==> src/rtl/core/temp_scratchpad_crc_decoder_unit_assert.svh <==
// Assertion macros shared by the decoder RTL.
`ifndef TEMP_SCRATCHPAD_CRC_DECODER_UNIT_ASSERT_SVH
`define TEMP_SCRATCHPAD_CRC_DECODER_UNIT_ASSERT_SVH

// Same-cycle implication, checked outside reset.
`define TSCD_ASSERT_SAME(lbl, ck, rstn, ante, cons, msg) \
  lbl: assert property (@(posedge ck) disable iff (!(rstn)) (ante) |-> (cons)) \
    else $error(msg);

// Next-cycle implication, checked outside reset.
`define TSCD_ASSERT_NEXT(lbl, ck, rstn, ante, cons, msg) \
  lbl: assert property (@(posedge ck) disable iff (!(rstn)) (ante) |=> (cons)) \
    else $error(msg);

`endif

==> src/rtl/core/tscd_pkg.sv <==
package tscd_pkg;

  localparam logic [7:0] FAMILY_HALF_DEG = 8'h10;
  localparam logic [7:0] CRC_POLY_REFL   = 8'h8C;

  localparam logic [3:0] POS_FIRST = 4'd0;
  localparam logic [3:0] POS_LSB   = 4'd0;
  localparam logic [3:0] POS_MSB   = 4'd1;
  localparam logic [3:0] POS_CFG   = 4'd4;
  localparam logic [3:0] POS_REM   = 4'd6;
  localparam logic [3:0] POS_PER_C = 4'd7;
  localparam logic [3:0] POS_CRC   = 4'd8;
  localparam logic [3:0] POS_IDLE  = 4'd9;

  localparam logic [7:0]  COUNT_PER_C_FULL = 8'h10;
  localparam logic [15:0] REFINE_MASK      = 16'hFFF0;
  localparam logic [15:0] REFINE_BIAS      = 16'd12;

  localparam logic [7:0] RES_FIELD_MASK = 8'h60;
  localparam logic [7:0] RES_9BIT       = 8'h00;
  localparam logic [7:0] RES_10BIT      = 8'h20;
  localparam logic [7:0] RES_11BIT      = 8'h40;

  localparam logic [15:0] MASK_9BIT  = 16'hFFF8;
  localparam logic [15:0] MASK_10BIT = 16'hFFFC;
  localparam logic [15:0] MASK_11BIT = 16'hFFFE;

  // Scratchpad bytes that the decode needs.
  typedef struct packed {
    logic [7:0] lsb;
    logic [7:0] msb;
    logic [7:0] cfg;
    logic [7:0] cnt_remain;
    logic [7:0] cnt_per_c;
  } tscd_kept_t;

  // What the frame tracker says about the word now at its input.
  typedef struct packed {
    logic fire;
    logic crc_bad;
  } tscd_frame_res_t;

  // Reflected CRC-8 over one byte, bit by bit.
  function automatic logic [7:0] crc8_update(input logic [7:0] crc_in, input logic [7:0] b);
    logic [7:0] crc;
    logic       mix;
    crc = crc_in;
    for (int i = 0; i < 8; i++) begin
      mix = crc[0] ^ b[i];
      crc = {1'b0, crc[7:1]};
      if (mix) begin
        crc = crc ^ CRC_POLY_REFL;
      end
    end
    return crc;
  endfunction

endpackage

==> src/rtl/core/temp_scratchpad_crc_decoder_unit.sv <==
// Channel   Ports                                              Direction
// input     in_valid in_stall in_data_byte in_family_code      in
//           in_frame_start
// result    out_valid out_stall out_temperature out_crc_bad    out
//
// One word per cycle is taken unless the input stalls; each word is held in the
// input register, and its result, if any, is loaded into the output register as
// the word leaves it. Only the CRC byte of a frame yields a result.
// Synchronous active-low reset clears position, CRC and valid flags.
// A stalled result holds the input register, and the input stalls only when
// both the input register and the output register are full.
`include "temp_scratchpad_crc_decoder_unit_assert.svh"

module temp_scratchpad_crc_decoder_unit (
  input  logic               clk,
  input  logic               rst_n,
  input  logic               in_valid,
  output logic               in_stall,
  input  logic [7:0]         in_data_byte,
  input  logic [7:0]         in_family_code,
  input  logic               in_frame_start,
  output logic               out_valid,
  input  logic               out_stall,
  output logic signed [15:0] out_temperature,
  output logic               out_crc_bad
);
  import tscd_pkg::*;

  logic        s1_valid_r;
  logic        s1_valid_nxt;
  logic [7:0]  s1_data_r;
  logic [7:0]  s1_family_r;
  logic        s1_start_r;
  logic        s1_go;
  logic        in_take;
  logic        out_valid_r;
  logic        out_valid_nxt;
  logic [15:0] out_temp_r;
  logic        out_crc_bad_r;
  logic        out_load;

  tscd_frame_res_t frame_res;
  tscd_kept_t      kept;
  logic [15:0]     dec_temp;

  // The first stage moves on whenever the output register can take a word.
  assign s1_go    = s1_valid_r && !(out_valid_r && out_stall);
  assign in_stall = s1_valid_r && !s1_go;
  assign in_take  = in_valid && !in_stall;
  assign out_load = s1_go && frame_res.fire;

  assign s1_valid_nxt  = in_take ? 1'b1 : (s1_go ? 1'b0 : s1_valid_r);
  assign out_valid_nxt = out_load ? 1'b1 : ((out_valid_r && out_stall) ? 1'b1 : 1'b0);

  tscd_frame u_frame (
    .clk         (clk),
    .rst_n       (rst_n),
    .item_go     (s1_go),
    .data_byte   (s1_data_r),
    .frame_start (s1_start_r),
    .res         (frame_res),
    .kept        (kept)
  );

  tscd_temp u_temp (
    .kept        (kept),
    .family_code (s1_family_r),
    .temperature (dec_temp)
  );

  always_ff @(posedge clk) begin
    if (!rst_n) begin
      s1_valid_r  <= 1'b0;
      out_valid_r <= 1'b0;
    end else begin
      s1_valid_r  <= s1_valid_nxt;
      out_valid_r <= out_valid_nxt;
    end
  end

  always_ff @(posedge clk) begin
    if (in_take) begin
      s1_data_r   <= in_data_byte;
      s1_family_r <= in_family_code;
      s1_start_r  <= in_frame_start;
    end
    if (out_load) begin
      out_crc_bad_r <= frame_res.crc_bad;
      out_temp_r    <= frame_res.crc_bad ? 16'h0000 : dec_temp;
    end
  end

  assign out_valid       = out_valid_r;
  assign out_temperature = $signed(out_temp_r);
  assign out_crc_bad     = out_crc_bad_r;

  `TSCD_ASSERT_SAME(a_bad_is_zero, clk, rst_n, out_valid_r && out_crc_bad_r,
                    out_temp_r == 16'h0000, "CRC error word carries a nonzero temperature")
  `TSCD_ASSERT_SAME(a_stall_cause, clk, rst_n, in_stall,
                    s1_valid_r && out_valid_r && out_stall, "input stalled without a full pipe")
  `TSCD_ASSERT_NEXT(a_result_lands, clk, rst_n, out_load,
                    out_valid_r, "decoded result did not reach the output register")

endmodule

==> src/rtl/core/tscd_frame.sv <==
module tscd_frame (
  input  logic                      clk,
  input  logic                      rst_n,
  input  logic                      item_go,
  input  logic [7:0]                data_byte,
  input  logic                      frame_start,
  output tscd_pkg::tscd_frame_res_t res,
  output tscd_pkg::tscd_kept_t      kept
);
  import tscd_pkg::*;

  logic [3:0] pos_r;
  logic [3:0] pos_nxt;
  logic [7:0] crc_r;
  logic [7:0] crc_nxt;
  logic [3:0] pos_eff;
  logic [7:0] crc_eff;
  tscd_kept_t kept_r;

  // A frame start overrides whatever position and CRC were left behind.
  assign pos_eff = frame_start ? POS_FIRST : pos_r;
  assign crc_eff = frame_start ? 8'h00 : crc_r;

  assign res.fire    = (pos_eff == POS_CRC);
  assign res.crc_bad = (data_byte != crc_eff);
  assign kept        = kept_r;

  always_comb begin
    pos_nxt = pos_r;
    crc_nxt = crc_r;
    if (item_go) begin
      if (pos_eff < POS_CRC) begin
        crc_nxt = crc8_update(crc_eff, data_byte);
        pos_nxt = pos_eff + 4'd1;
      end else begin
        crc_nxt = crc_eff;
        pos_nxt = POS_IDLE;
      end
    end
  end

  always_ff @(posedge clk) begin
    if (!rst_n) begin
      pos_r <= POS_FIRST;
      crc_r <= 8'h00;
    end else begin
      pos_r <= pos_nxt;
      crc_r <= crc_nxt;
    end
  end

  always_ff @(posedge clk) begin
    if (item_go) begin
      case (pos_eff)
        POS_LSB:   kept_r.lsb        <= data_byte;
        POS_MSB:   kept_r.msb        <= data_byte;
        POS_CFG:   kept_r.cfg        <= data_byte;
        POS_REM:   kept_r.cnt_remain <= data_byte;
        POS_PER_C: kept_r.cnt_per_c  <= data_byte;
        default: ;
      endcase
    end
  end

endmodule

==> src/rtl/core/tscd_temp.sv <==
module tscd_temp (
  input  tscd_pkg::tscd_kept_t kept,
  input  logic [7:0]           family_code,
  output logic [15:0]          temperature
);
  import tscd_pkg::*;

  logic [15:0] raw;
  logic [15:0] raw_x8;
  logic [15:0] refined;
  logic [7:0]  res_field;

  assign raw       = {kept.msb, kept.lsb};
  assign raw_x8    = {raw[12:0], 3'b000};
  // Half-degree reading refined by the remaining count, wrapping at 16 bits.
  assign refined   = (raw_x8 & REFINE_MASK) + REFINE_BIAS - {8'h00, kept.cnt_remain};
  assign res_field = kept.cfg & RES_FIELD_MASK;

  always_comb begin
    temperature = raw;
    if (family_code == FAMILY_HALF_DEG) begin
      temperature = (kept.cnt_per_c == COUNT_PER_C_FULL) ? refined : raw_x8;
    end else begin
      case (res_field)
        RES_9BIT:  temperature = raw & MASK_9BIT;
        RES_10BIT: temperature = raw & MASK_10BIT;
        RES_11BIT: temperature = raw & MASK_11BIT;
        default:   temperature = raw;
      endcase
    end
  end

endmodule
==> config.mk <==
export PLATFORM = sky130hd
export DESIGN_NAME = temp_scratchpad_crc_decoder_unit
export DESIGN_NICKNAME = d
export VERILOG_FILES = /design/src/rtl/core/tscd_pkg.sv /design/src/rtl/core/temp_scratchpad_crc_decoder_unit.sv /design/src/rtl/core/tscd_frame.sv /design/src/rtl/core/tscd_temp.sv
export VERILOG_INCLUDE_DIRS = /design/src /design/src/rtl/core
export SDC_FILE = /design/constraint.sdc
export NUM_CORES = 1
export LEC_CHECK = 0
export ABC_AREA = 1
export BUFFER_PORTS_ARGS = -buffer_cell sky130_fd_sc_hd__buf_2
export CAP_MARGIN = 30
export CORE_ASPECT_RATIO = 0.75
export CORE_UTILIZATION = 50
export DETAILED_ROUTE_END_ITERATION = 12
export GPL_TIMING_DRIVEN = 0
export PLACE_DENSITY = 0.7
export REMOVE_ABC_BUFFERS = 1
export SLEW_MARGIN = 20
export SYNTH_ARGS = -nofsm -noshare
export SYNTH_HDL_FRONTEND = slang
export SYNTH_SLANG_ARGS = --single-unit
==> constraint.sdc <==
create_clock -name clk -period 2.9 [get_ports clk]
set_input_delay 0.29 -clock clk [delete_from_list [all_inputs] [get_ports clk]]
set_output_delay 0.29 -clock clk [all_outputs]
set_load 0.005 [all_outputs]
== Word level (Yosys, flattened, before mapping) ==
Cells that the tools add are included.

* Equality and inequality tests: 10
* Order comparisons: 1
* Bitwise operators: 16
* Reduce and logical (&&, ||, !) cells: 16
* $add $sub $neg: 3
* Multiplexer cells: 33

{| class="wikitable"
|+ Operator list
! kind !! number
|-
| 8-bit 2-to-1 mux || 24
|-
| 16-bit 2-to-1 mux || 2
|-
| 2-bit inverter with 3-bit output || 8
|-
| 16-bit by 4-bit adder with 16-bit output (second input constant) || 1
|-
| 8-bit by 5-bit == test with 1-bit output (second input constant) || 2
|-
| 16-bit by 8-bit subtractor with 16-bit output || 1
|-
| 4-bit by 3-bit == test with 1-bit output (second input constant) || 3
|-
| 2-bit AND reduction || 5
|-
| 3-bit one-hot mux with 3 select lines || 1
|-
| 8-bit logical NOT || 1
|-
| 4-bit 2-to-1 mux || 2
|-
| 8-bit != test || 1
|-
| 1-bit bitwise XOR || 8
|-
| 1-bit logical AND || 5
|-
| 4-bit by 1-bit adder with 4-bit output (second input constant) || 1
|-
| 4-bit by 1-bit == test with 1-bit output (second input constant) || 1
|-
| 4-bit == test (second input constant) || 1
|-
| 4-bit logical NOT || 1
|-
| 4-bit < comparator (second input constant) || 1
|-
| 1-bit 2-to-1 mux || 4
|-
| 1-bit logical NOT || 3
|-
| 2-bit by 1-bit == test with 1-bit output (second input constant) || 1
|-
| 2-bit == test (second input constant) || 1
|-
| 2-bit nonzero test || 1
|}

* Flip-flop bits (word level): 87
* Input port bits: 21
* Output and inout port bits: 19
* Word-level logic and storage cells: 93

== Longest topological paths before layout ==
* Depth in word-level cells: 32
* Gate-level depth with buffers: 15
* Depth with buffers taken out: 14

== By module ==
From an unflattened synthesis, not the netlist that was laid out.

* Cell total of the unflattened synthesis: 476
* Area total of the unflattened synthesis: 4,469.3 um2

{| class="wikitable"
|+ Modules (own cells, without submodules)
! module !! area each (um2) !! instances !! sequential area each (um2) !! cells an instance
|-
| tscd_frame || 2,307.2 || 1 || 1,441.4 || 220
|-
| temp_scratchpad_crc_decoder_unit || 1,278.7 || 1 || 1,061.0 || 85
|-
| tscd_temp || 883.3 || 1 || 0.0 || 171
|}

== Worst setup path before layout ==
Ideal clock, no wire load.

* Kind: register to register
* From: register s1_start_r
* To: register out_crc_bad_r (netlist: out_crc_bad), enable pin
* Data required time: 2.485 ns
* Library setup time: 0.415 ns
* Buffers on the path: 1
* Path slack: 0.340 ns
* Data arrival time: 2.145 ns
* Period minus slack after synthesis: 2.560 ns
* Stages on the path, launching flop included: 7
* Path through: edfxtp_1 -> inv_2 -> buf_6 -> nand2_1 -> ha_1 -> nand2_1 -> nor3_1

* Longest elaborated chain between the ends: 3

{| class="wikitable"
|+ RTL lines
! element !! RTL line !! text
|-
| from (decl) || temp_scratchpad_crc_decoder_unit.sv:33 || <nowiki>logic s1_start_r;</nowiki>
|-
| from (signal assigned) || temp_scratchpad_crc_decoder_unit.sv:85 || <nowiki>s1_start_r <= in_frame_start;</nowiki>
|-
| 4-bit 2-to-1 mux || tscd_frame.sv:21 || <nowiki>assign pos_eff = frame_start ? POS_FIRST : pos_r;</nowiki>
|-
| 4-bit == test || tscd_frame.sv:24 || <nowiki>assign res.fire = (pos_eff == POS_CRC);</nowiki>
|-
| 1-bit logical AND || temp_scratchpad_crc_decoder_unit.sv:50 || <nowiki>assign out_load = s1_go && frame_res.fire;</nowiki>
|-
| via out_load || temp_scratchpad_crc_decoder_unit.sv:40 || <nowiki>logic out_load;</nowiki>
|-
| to (signal assigned) || temp_scratchpad_crc_decoder_unit.sv:88 || <nowiki>out_crc_bad_r <= frame_res.crc_bad;</nowiki>
|-
| to (decl) || temp_scratchpad_crc_decoder_unit.sv:39 || <nowiki>logic out_crc_bad_r;</nowiki>
|}

The timed path passes the listed nets, and every way through them passes these cells.
A chain may end at the register's enable or synchronous reset.

== Final worst setup path ==
* From: register out_valid_r (netlist: out_valid)
* To: register u_frame.crc_r[4]

* Longest elaborated chain between the ends: 3

{| class="wikitable"
|+ RTL lines
! element !! RTL line !! text
|-
| from (decl) || temp_scratchpad_crc_decoder_unit.sv:36 || <nowiki>logic out_valid_r;</nowiki>
|-
| from (signal assigned) || temp_scratchpad_crc_decoder_unit.sv:77 || <nowiki>out_valid_r <= out_valid_nxt;</nowiki>
|-
| 1-bit logical AND || temp_scratchpad_crc_decoder_unit.sv:47 || <nowiki>assign s1_go = s1_valid_r && !(out_valid_r && out_stall);</nowiki>
|-
| 1-bit logical NOT || temp_scratchpad_crc_decoder_unit.sv:47 ||
|-
| 1-bit logical AND || temp_scratchpad_crc_decoder_unit.sv:47 ||
|-
| to (signal assigned) || tscd_frame.sv:48 || <nowiki>crc_r <= crc_nxt;</nowiki>
|-
| to (decl) || tscd_frame.sv:14 || <nowiki>logic [7:0] crc_r;</nowiki>
|}

No other way between the ends.

==> flow_metrics.tcl <==
set metrics [dict create \
    status "finished, final reports clean" \
    place_ws_ns 0.448 \
    setup_viol 0 \
    grt_start_max_net_pins 21 \
    wl_per_cell_um 12.7 \
    initialDrtViolationCount 173 \
    place_hpwl_um 5510 \
    crit_path_end_kind "register" \
    grt_pass1_vias 2832 \
    grt_pass1_wl_um 12700 \
    viasPerCell 5.03 \
    cts.sinks 82 \
    power_density_nw_per_um2 520 \
    vias 3000 \
    portBuffers 39 \
    core_area_um2 7880 \
    final_util 0.581 \
    synth_edf_count 68 \
    dieHeight_um 80.1 \
    ys.flop_type "edfxtp_1" \
    clockRootBuffer "clkbuf_8" \
    area_delta_synth_final_pct 12.8 \
    cts.clk_slew.worst_paths_ns 0.09 \
    final.period_utilization 0.771 \
    peakVddDrop_v 0.000322 \
    htreeDepth 3 \
    die_w_um 106 \
    ctsHoldBuffers 0 \
    maxCapViolations 0 \
    finalHoldViolCount 0 \
    dieArea_um2 8490 \
    worst_pin_slew_ns 0.853 \
    arrival_ns 2.49 \
    ys_types 35 \
    max_freq_ghz 0.447 \
    io_pins 40 \
    fin_ws_ns 0.665 \
    finalWeightedCongestion 0.905 \
    diodes 0 \
    yosysWarnings 0 \
    power.leakage_nw 1.93 \
    finClkSkew_ns 0.0111 \
    holdCritPathClass "in2reg" \
    hold_ws_ns 0.0981 \
    initial_utilization 0.515 \
    fin_nets 517 \
    crit_fanout 13 \
    syn_area_per_cell_um2 9.21 \
    grt_overflow 0 \
    clockBufferDepth 2 \
    max_slew_margin 0.429 \
    power_w 0.00238 \
    num_rows 28 \
    synth-seq-cells 82 \
    syn_inst 441 \
    fin_crit_ns 2.24 \
    critPathRequiredTime_ns 3.16 \
    rsz0062_at_grt "false" \
    post_cts_buffers 0 \
    antenna_found_initial 0 \
    slew_violations 0 \
    grt_use_total 0.198 \
    clock_latency_ns 0.36 \
    critPathLaunchType "register" \
    fin_setup_tns_ns 0 \
    routed_wl_um 7590 \
    layout-drive-gt1-share 0.146 \
    drtAntennaViolNets 0 \
    critical_path_class "reg2reg" \
    syn_area_um2 4060 \
    seq_area_frac_synth 0.572 \
    numCtsBuffers 9 \
    post_cts_resized 0 \
    cts_tree "done" \
    drc 0 \
    dr.pass1.iters 5 \
    async_flop_share 0 \
]
[cells in the mapped netlist (2+ instances only)]
| cell | count | area (µm²) |
|---|---|---|
| ha_1 | 9 | 113 |
| nor2_2 | 2 | 12.5 |
| xnor2_1 | 3 | 26.3 |
| nand3b_1 | 3 | 22.5 |
| xor2_1 | 6 | 52.6 |
| nand4_1 | 8 | 50.1 |
| buf_6 | 2 | 22.5 |
| a21oi_1 | 26 | 130 |
| clkbuf_1 | 4 | 15.0 |
| nand3_1 | 24 | 120 |
| o211ai_1 | 2 | 15.0 |
| a31oi_1 | 2 | 12.5 |
| edfxtp_1 | 68 | 2040 |
| nor2_1 | 52 | 195 |
| dfxtp_1 | 14 | 280 |
| inv_2 | 2 | 7.51 |
| o21ai_0 | 23 | 115 |
| inv_1 | 71 | 267 |
| nand2_1 | 97 | 364 |
| or2_2 | 2 | 12.5 |
| nor3_1 | 7 | 35.0 |
[layout by cell type (no fill, tap or decap), types with 6 or more instances in the layout]
cell type,count
nand3_1,24
buf_2,40
inv_1,71
o21ai_0,23
nand2_1,97
clkbuf_8,9
nor2_1,52
dfxtp_1,14
ha_1,9
a21oi_1,26
nand4_1,8
xor2_1,6
nor3_1,6
edfxtp_1,68
[flip-flops by register name, summed over array words and instances (netlist names)]
signal           cells
u_frame.kept        34
out_temperature     16
s1_data_r            8
s1_family_r          8
u_frame.crc_r        8
u_frame.pos_r        4
out_crc_bad          1
out_valid            1
s1_start_r           1
s1_valid_r           1
[where the power goes]
| part | switching, W | internal, W |
|---|---|---|
| sequential | 0.0000337 | 0.00131 |
| combinational | 0.000118 | 0.0000655 |
| clock | 0.000440 | 0.000414 |
| total | 0.000591 | 0.00179 |
[worst max-delay path, cell delays in order, from the launching register on]
cell and delay (ns):
dfxtp_1 0.32, nand2_1 0.08, inv_1 0.06, nor2_2 0.31, inv_1 0.18, nor2_1 0.68, inv_1 0.20, o21ai_0 0.24
inv_1 0.06
[worst paths after layout]
path | startpoint | endpoint | slack (ns) | cells after the start
max | out_valid | u_frame.crc_r[4] | 0.66 | 8
min | in_family_code[7] | s1_family_r[7] | 0.1 | 1
max reg2reg | out_valid | u_frame.crc_r[4] | 0.66 | 8
min reg2reg | u_frame.crc_r[2] | u_frame.crc_r[2] | 0.50 | 2
[area by class of cell]
cell class                      count  area, µm²
Clock buffer                        9        124
Inverter                           73        274
Fill cell                         668       3300
Clock inverter                      7       85.1
Timing Repair Buffer               42        215
Tap cell                          105        131
Multi-Input combinational cell    279       1430
Sequential cell                    82       2320
[kinds of logic (layout without fill, tap and decap cells)]
kind of cell,after synthesis,in the layout,share of synthesized area
XOR/XNOR,11,11,0.0302
AO/OA/AOI/OAI,58,58,0.0776
AND/OR/NAND/NOR,201,201,0.215
buffers and inverters,80,131,0.0779
flip-flops,82,82,0.572
adder cells (fa/ha/maj),9,9,0.0277
[routing by layer]
metal,part of all wire,track usage,vias to the layer above,wire length [µm]
met5,0,0,-,0
li1,-,-,1545,-
met2,0.44,0.337,89,3340
met4,0.019,0.0847,0,144
met1,0.49,0.245,1351,3730
met3,0.049,0.0463,15,373
[through the flow]
step           area, µm²  std cells
3_5_place_dp        4370        580
5_1_grt             4580        597
3_3_place_gp        4350        578
2_1_floorplan       4020        434
6_report            4580        597
4_1_cts             4570        596
Power figures use the tool's default switching activity.
